===== src/rtl/piecewise_linear_rate_limiter_top_defines.svh =====
// Assertion macros shared by the limiter RTL.
`ifndef PIECEWISE_LINEAR_RATE_LIMITER_TOP_DEFINES_SVH
`define PIECEWISE_LINEAR_RATE_LIMITER_TOP_DEFINES_SVH

// Checked on every clock edge outside reset.
`define PLR_ASSERT(lbl, prop, msg) \
  lbl: assert property (@(posedge clk_i) disable iff (!rst_ni) prop) else $error(msg);

// Checked on every clock edge, reset included.
`define PLR_ASSERT_ALWAYS(lbl, prop, msg) \
  lbl: assert property (@(posedge clk_i) prop) else $error(msg);

`endif


===== src/rtl/plr_pkg.sv =====
// Types and constants of the piecewise-linear rate limiter.
package plr_pkg;

  localparam int unsigned KeyW   = 24;
  localparam int unsigned ValW   = 20;
  localparam int unsigned LenW   = 32;
  localparam int unsigned ProdW  = KeyW + ValW;  // interpolation numerator
  localparam int unsigned MkeyW  = LenW + KeyW;  // mass key product
  localparam int unsigned DivStepW = 5;
  localparam logic [DivStepW-1:0] DivSteps = 5'd20;  // quotient < 2^ValW
  localparam int unsigned CfgIdxW = 3;
  localparam int unsigned CfgW    = 24;
  localparam int unsigned InDataW  = 184;
  localparam int unsigned OutDataW = 40;

  localparam logic ActAppend = 1'b0;
  localparam logic ActQuery  = 1'b1;
  localparam logic TblMass   = 1'b0;
  localparam logic TblHeight = 1'b1;

  localparam logic [CfgIdxW-1:0] RegMassEn   = 3'd0;
  localparam logic [CfgIdxW-1:0] RegHeightEn = 3'd1;
  localparam logic [CfgIdxW-1:0] RegMassFac  = 3'd2;
  localparam logic [CfgIdxW-1:0] RegInitSpd  = 3'd3;
  localparam logic [CfgIdxW-1:0] RegInitAcc  = 3'd4;

  typedef struct packed {
    logic [KeyW-1:0] key_lo;
    logic [KeyW-1:0] key_hi;
    logic [ValW-1:0] spd_start;
    logic [ValW-1:0] spd_end;
    logic [ValW-1:0] acc_start;
    logic [ValW-1:0] acc_end;
  } seg_t;

  typedef struct packed {
    logic start;
    logic done;
  } div_ctl_t;

  typedef enum logic [3:0] {
    ST_IDLE,
    ST_APPEND,
    ST_MKEY,
    ST_TSEL,
    ST_RD,
    ST_RDW,
    ST_SEG,
    ST_DIVGO,
    ST_DIVW,
    ST_DONE
  } state_e;

endpackage


===== src/rtl/plr_div.sv =====
// Restoring divider, one quotient bit per cycle, quotient known to fit ValW bits.
module plr_div (
  input  logic                          clk_i,
  input  logic                          rst_ni,
  input  plr_pkg::div_ctl_t             ctl_i,   // start used
  output plr_pkg::div_ctl_t             ctl_o,   // done used
  input  logic [plr_pkg::ProdW-1:0]     num_i,
  input  logic [plr_pkg::KeyW-1:0]      den_i,
  output logic [plr_pkg::ValW-1:0]      quo_o
);

  logic [plr_pkg::KeyW-1:0]     rem_q, rem_d;
  logic [plr_pkg::ValW-1:0]     sh_q, sh_d;
  logic [plr_pkg::KeyW-1:0]     den_q;
  logic [plr_pkg::DivStepW-1:0] cnt_q, cnt_d;
  logic                         done_q, done_d;
  logic [plr_pkg::KeyW:0]       trial;
  logic                         fits;

  assign trial = {rem_q, sh_q[plr_pkg::ValW-1]};
  assign fits  = trial >= {1'b0, den_q};

  always_comb begin
    rem_d  = rem_q;
    sh_d   = sh_q;
    cnt_d  = cnt_q;
    done_d = 1'b0;
    if (ctl_i.start) begin
      rem_d = num_i[plr_pkg::ProdW-1:plr_pkg::ValW];
      sh_d  = num_i[plr_pkg::ValW-1:0];
      cnt_d = plr_pkg::DivSteps;
    end else if (cnt_q != '0) begin
      rem_d = fits ? plr_pkg::KeyW'(trial - {1'b0, den_q})
                   : trial[plr_pkg::KeyW-1:0];
      sh_d  = {sh_q[plr_pkg::ValW-2:0], fits};
      cnt_d = cnt_q - 1'b1;
      done_d = (cnt_q == plr_pkg::DivStepW'(1));
    end
  end

  always_ff @(posedge clk_i or negedge rst_ni) begin
    if (!rst_ni) begin
      cnt_q  <= '0;
      done_q <= 1'b0;
    end else begin
      cnt_q  <= cnt_d;
      done_q <= done_d;
    end
  end

  always_ff @(posedge clk_i) begin
    rem_q <= rem_d;
    sh_q  <= sh_d;
    if (ctl_i.start) den_q <= den_i;
  end

  assign quo_o      = sh_q;
  assign ctl_o.done = done_q;
  assign ctl_o.start = 1'b0;

endmodule


===== config.mk =====
export PLATFORM = sky130hd
export DESIGN_NAME = plr_div
export DESIGN_NICKNAME = d
export VERILOG_FILES = /design/src/rtl/piecewise_linear_rate_limiter_top_defines.svh /design/src/rtl/plr_pkg.sv /design/src/rtl/plr_div.sv
export SDC_FILE = /design/constraint.sdc
export NUM_CORES = 1
export LEC_CHECK = 0
export ABC_AREA = 1
export BUFFER_PORTS_ARGS = -buffer_cell sky130_fd_sc_hd__buf_2
export CORE_MARGIN = 2
export CORE_UTILIZATION = 50
export DETAILED_ROUTE_END_ITERATION = 7
export MAX_ROUTING_LAYER = met4
export PLACE_DENSITY = 0.76
export SLEW_MARGIN = 40
export SYNTH_ARGS = -nofsm -noshare
export SYNTH_HDL_FRONTEND = slang
export SYNTH_SLANG_ARGS = --single-unit

===== constraint.sdc =====
create_clock -name clk_i -period 5.46 [get_ports clk_i]
set_clock_uncertainty 0.2 [all_clocks]
set_input_delay 1.638 -clock clk_i [delete_from_list [all_inputs] [get_ports clk_i]]
set_output_delay 1.638 -clock clk_i [all_outputs]
set_load 0.05 [all_outputs]

==> After elaboration in Yosys (flattened, before gate mapping) <==
Cells that the tools add are included.
{ "classes": {"reduce_logical": 2, "div_mod_pow": 0, "eq_ne": 1, "add_sub_neg": 2, "n_mux": 9, "n_shift": 0, "n_mul": 0, "bitwise": 0, "magnitude_cmp": 1} }
{ "op_table": {"columns": ["operator", "count"], "rows": [
  ["24-bit two-way mux", 3],
  ["20-bit two-way mux", 2],
  ["25-bit by 24-bit greater-or-equal comparator with 1-bit output", 1],
  ["24-bit subtractor", 1],
  ["5-bit two-way mux", 2],
  ["5-bit by 1-bit equality test with 1-bit output, second input constant", 1],
  ["5-bit nonzero test", 1],
  ["5-bit by 1-bit subtractor with 5-bit output, second input constant", 1],
  ["1-bit two-way mux", 2],
  ["2-bit nonzero test", 1]
]} }
{ "totals": {"regBits": 74, "output_inout_bits": 22, "mem_count": 0, "mem_bits_rw": 0, "latchBits": 0, "mem_bits_ro": 0, "elab_cells": 20} }

==> Depth between registers and ports, before layout <==
{ "logic_depth": {"word_depth": 4, "ltp_mapped": 15, "mapped_depth_nobuf": 15} }

==> Least setup slack after synthesis <==
OpenSTA, ideal clock, no wires.
{ "synth_path": {"path_kind": "input to register", "start": "input ctl_i[1] in the netlist's numbering", "end": "register sh_q, in the netlist quo_o[0] (enable)", "path_buffers": 1, "path_stages": 3, "setup_slack_ns": 1.962, "arrival_ns": 2.898, "setup_ns": 0.400, "required_ns": 4.860, "path_cell_list": "clkbuf_1 > nor2_1 > inv_1"} }
{ "synth_between": {"elab_chain_len": 1} }
{ "synth_lines": {"columns": ["item", "line", "rtl"], "rows": [
  ["start: declaration", "plr_div.sv:5", "input plr_pkg::div_ctl_t ctl_i,"],
  ["2-bit nonzero test (no source line)", null, null],
  ["end signal: assignment", "plr_div.sv:53", "sh_q <= sh_d;"],
  ["end: declaration", "plr_div.sv:13", "logic [plr_pkg::ValW-1:0] sh_q, sh_d;"]
]} }
No other way between the ends.
A chain may end at the register's enable or synchronous reset.

==> Final worst setup path <==
{ "layout_path": {"start": "input ctl_i[1] in the netlist's numbering", "end": "register rem_q[10] in the netlist's numbering (data pin)"} }
{ "layout_between": {"elab_chain_len": 1} }
{ "layout_lines": {"columns": ["item", "line", "rtl"], "rows": [
  ["24-bit two-way mux", "plr_div.sv:28", "if (ctl_i.start) begin"],
  ["named net rem_d (one bit)", "plr_div.sv:12", "logic [plr_pkg::KeyW-1:0] rem_q, rem_d;"],
  ["end signal: assignment", "plr_div.sv:52", "rem_q <= rem_d;"],
  ["end: declaration", "plr_div.sv:12", null]
]} }
The timed path passes the listed nets, and every way through them passes these cells.

==> load_flow_metrics.sql <==
INSERT INTO impl_metrics (metric_group, metric, value, unit) VALUES
('run_status', 'status', 'finished, final reports clean', ''),
('route', 'detail_route.drc_violations', '0', ''),
('sta', 'max_slew_margin', '0.507', ''),
('clock_network', 'cts_tree', 'done', ''),
('synthesis', 'yosys.cell_count.top_type', 'sky130_fd_sc_hd__nand2_1', ''),
('global_route', 'grt_max_degree', '70', ''),
('route', 'drt-initial-drc-count', '275', ''),
('critical_path', 'crit_type', 'in2reg', ''),
('synthesis', 'area_contributors_post_synth', 'sky130_fd_sc_hd__edfxtp_1 (39%), sky130_fd_sc_hd__nand2_1 (22%), sky130_fd_sc_hd__inv_1 (8.8%)', ''),
('floorplanning', 'core_area', '10200', 'sq um'),
('sta', 'post_layout_min_period', '2980', 'ps'),
('synthesis', 'share_of_async_settable_or_async_resettable_flops_after_synthesis', '0.0811', ''),
('job', 'max_cap_violations', '0', ''),
('floorplanning', 'dieArea', '11200', 'sq um'),
('sta', 'finalHoldViolations', '0', ''),
('power', 'max_vdd_drop', '0.203', 'mV'),
('placement', 'gp_routability_congestion', '0.906', ''),
('power', 'pwr_density_cell', '486', 'nW/um^2'),
('synthesis', 'synth.largest_area_cell', 'sky130_fd_sc_hd__edfxtp_1', ''),
('route', 'post_drt_wl_per_cell', '13.6', 'um'),
('synthesis', 'yosysTopAreaCellShare', '0.394', ''),
('floorplanning', 'pin_count', '94', ''),
('route', 'overall_via_count_from_detail_route', '4617', ''),
('synthesis', 'syn_inst', '705', ''),
('global_route', 'remaining_global_route_overflow', '0', ''),
('floorplanning', 'initial_core_util', '0.508', ''),
('placement', 'place_inst', '919', ''),
('clock_network', 'cts.sink_count', '74', ''),
('route', 'route.final.wire_length', '12.7', 'mm'),
('critical_path', 'critPathRequiredTime', '5480', 'ps'),
('layout', 'finalNonFillerCells', '935', ''),
('sta', 'worstMarginPinSlew', '740', 'ps'),
('clock_network', 'clock_path_buffers', '2', ''),
('clock_network', 'cts-hold-fix-buffers', '0', ''),
('synthesis', 'ys_seq_area_frac', '0.423', ''),
('layout', 'fin_util', '0.581', ''),
('synthesis', 'yosysUniqueCellTypes', '33', ''),
('layout', 'num_antenna_cells', '0', ''),
('route', 'drt-pass1-iter-count', '5', ''),
('critical_path', 'path_cells', 'buf_2 -> inv_1 -> buf_4 -> nand3_1 -> nand2_1', ''),
('route', 'vias_per_cell', '4.94', ''),
('floorplanning', 'die-width', '106', 'um'),
('clock_network', 'worst_skew_pair_later_pin_latency', '360', 'ps'),
('sta', 'final-setup-viol-count', '0', ''),
('layout', 'nNetsFinal', '894', ''),
('synthesis', 'postSynthNetCount', '805', ''),
('synthesis', 'ys_dominant_reg_cell', 'sky130_fd_sc_hd__edfxtp_1', ''),
('placement', 'dp_hpwl', '9.42', 'mm'),
('clock_network', 'cts_setup_buffers', '0', ''),
('critical_path', 'worst_path_dominant_cell_family', 'buffers and inverters', ''),
('synthesis', 'syn-cell-area', '5180', 'sq um'),
('sta', 'rsz0062_at_grt', 'false', ''),
('critical_path', 'worst_path_max_delay_cell', 'sky130_fd_sc_hd__inv_1', ''),
('synthesis', 'number_of_enable_type_register_cells_in_the_synthesized_netlist', '68', ''),
('sta', 'number_of_pins_exceeding_their_max_slew_limit_in_the_final_report', '0', ''),
('critical_path', 'slowest_delay', '480', 'ps'),
('synthesis', 'per_instance_average_area_after_synthesis', '7.35', 'sq um'),
('critical_path', 'crit_arrival', '3010', 'ps'),
('global_route', 'grt_pass1_wl', '21.2', 'mm'),
('placement', 'placement.io_buffers', '91', ''),
('global_route', 'grt_use_total', '0.246', ''),
('floorplanning', 'num_rows', '37', ''),
('synthesis', 'synth_common_cells', 'sky130_fd_sc_hd__nand2_1 (298), sky130_fd_sc_hd__inv_1 (121), sky130_fd_sc_hd__edfxtp_1 (68), sky130_fd_sc_hd__nand3_1 (47), sky130_fd_sc_hd__nor2_1 (29)', ''),
('sta', 'achievable_frequency', '335', 'MHz'),
('clock_network', 'path_clk_slew', '90', 'ps'),
('hold_path', 'worstHoldPathType', 'reg2reg', ''),
('clock_network', 'library_cell_used_as_clock_root_buffer', 'sky130_fd_sc_hd__clkbuf_8', ''),
('critical_path', 'worst_setup_path_start_kind', 'primary input', ''),
('synthesis', 'ys_warn_count', '0', ''),
('route', 'drtAntennaViolNets', '0', ''),
('critical_path', 'cp-end-kind', 'flip-flop', '');
==> flip-flops by register name, indices dropped and copies added (netlist names) <==
register,flops
den_q,24
rem_q,24
quo_o,20
cnt_q,5
done_q,1
==> kinds of logic after synthesis <==
family	count (synthesis)	synth area share
and+or+nand+nor	419	0.343
buffers and inverters	147	0.118
DFF	74	0.423
adders and majority gates	28	0.0691
AOI/OAI and AO/OA	25	0.0268
xor gates and xnor gates	11	0.0186
other	1	0.000724
==> cells in the final DEF (no fill, tap or decap), types with 6 or more instances in the layout <==
master and count:
sky130_fd_sc_hd__nand2_1 298, sky130_fd_sc_hd__nand4_1 27, sky130_fd_sc_hd__clkbuf_8 9, sky130_fd_sc_hd__nor2_1 29, sky130_fd_sc_hd__a21oi_1 15, sky130_fd_sc_hd__dfrtp_1 6, sky130_fd_sc_hd__nand3_1 47, sky130_fd_sc_hd__buf_2 91
sky130_fd_sc_hd__ha_1 27, sky130_fd_sc_hd__xnor2_1 8, sky130_fd_sc_hd__inv_1 121, sky130_fd_sc_hd__buf_4 7, sky130_fd_sc_hd__edfxtp_1 68
==> metrics by stage <==
step           hold slack, ps  instance area, sq um  total power [mW]  setup WS (ps)
2_1_floorplan             266                  5180              2.08           1960
3_3_place_gp              280                  5720              2.39           2160
3_5_place_dp              328                  5720              2.43           2130
4_1_cts                   341                  5920              2.88           2500
5_1_grt                   376                  5920              3.14           2390
6_report                  356                  5920              2.88           2480
==> tightest hold or removal path: cells and delay by family (launching register included) <==
kind	cells	cell delay (ps)
flops	1	360
simple gates	2	110
==> worst paths after layout <==
check,cells after the start,to,startpoint,slack [ps]
worst max-delay path,5,rem_q[10]$_DFFE_PP_,ctl_i[1],2480
worst min-delay path,2,quo_o[8]$_DFFE_PP_,quo_o[7]$_DFFE_PP_,360
worst max register to register,12,rem_q[18]$_DFFE_PP_,rem_q[14]$_DFFE_PP_,2580
worst min register to register,2,quo_o[8]$_DFFE_PP_,quo_o[7]$_DFFE_PP_,360
max in group asynchronous,1,cnt_q[3]$_DFFE_PN0P_,rst_ni,4010
min in group asynchronous,1,cnt_q[1]$_DFFE_PN0P_,rst_ni,900
==> report_power, final <==
| group | switching, mW | leakage, nW | total (mW) | internal [mW] |
|---|---|---|---|---|
| Combinational | 1.03 | 2.36 | 1.57 | 0.540 |
| Clock | 0.228 | 0.0943 | 0.443 | 0.214 |
| Sequential | 0.0808 | 0.784 | 0.867 | 0.787 |
| Total | 1.34 | 3.24 | 2.88 | 1.54 |
==> cell type report <==
class                      count  area (sq um)
sequential                    74          2190
timing repair buffer          98           508
clock buffer                   9           124
multi-input combinational    484          2370
fill                        1009          4260
clock inverter                 7          75.1
tap                          136           170
inverter                     127           478
==> layer usage <==
layer,GRT usage,part of all wire,vias to the layer above
met2,0.393,0.45,145
met4,0.0827,0.018,0
met1,0.322,0.48,2062
met5,-,0,-
met3,0.0377,0.054,18
li1,-,-,2392
No activity file was read; power rests on OpenSTA's default activity.
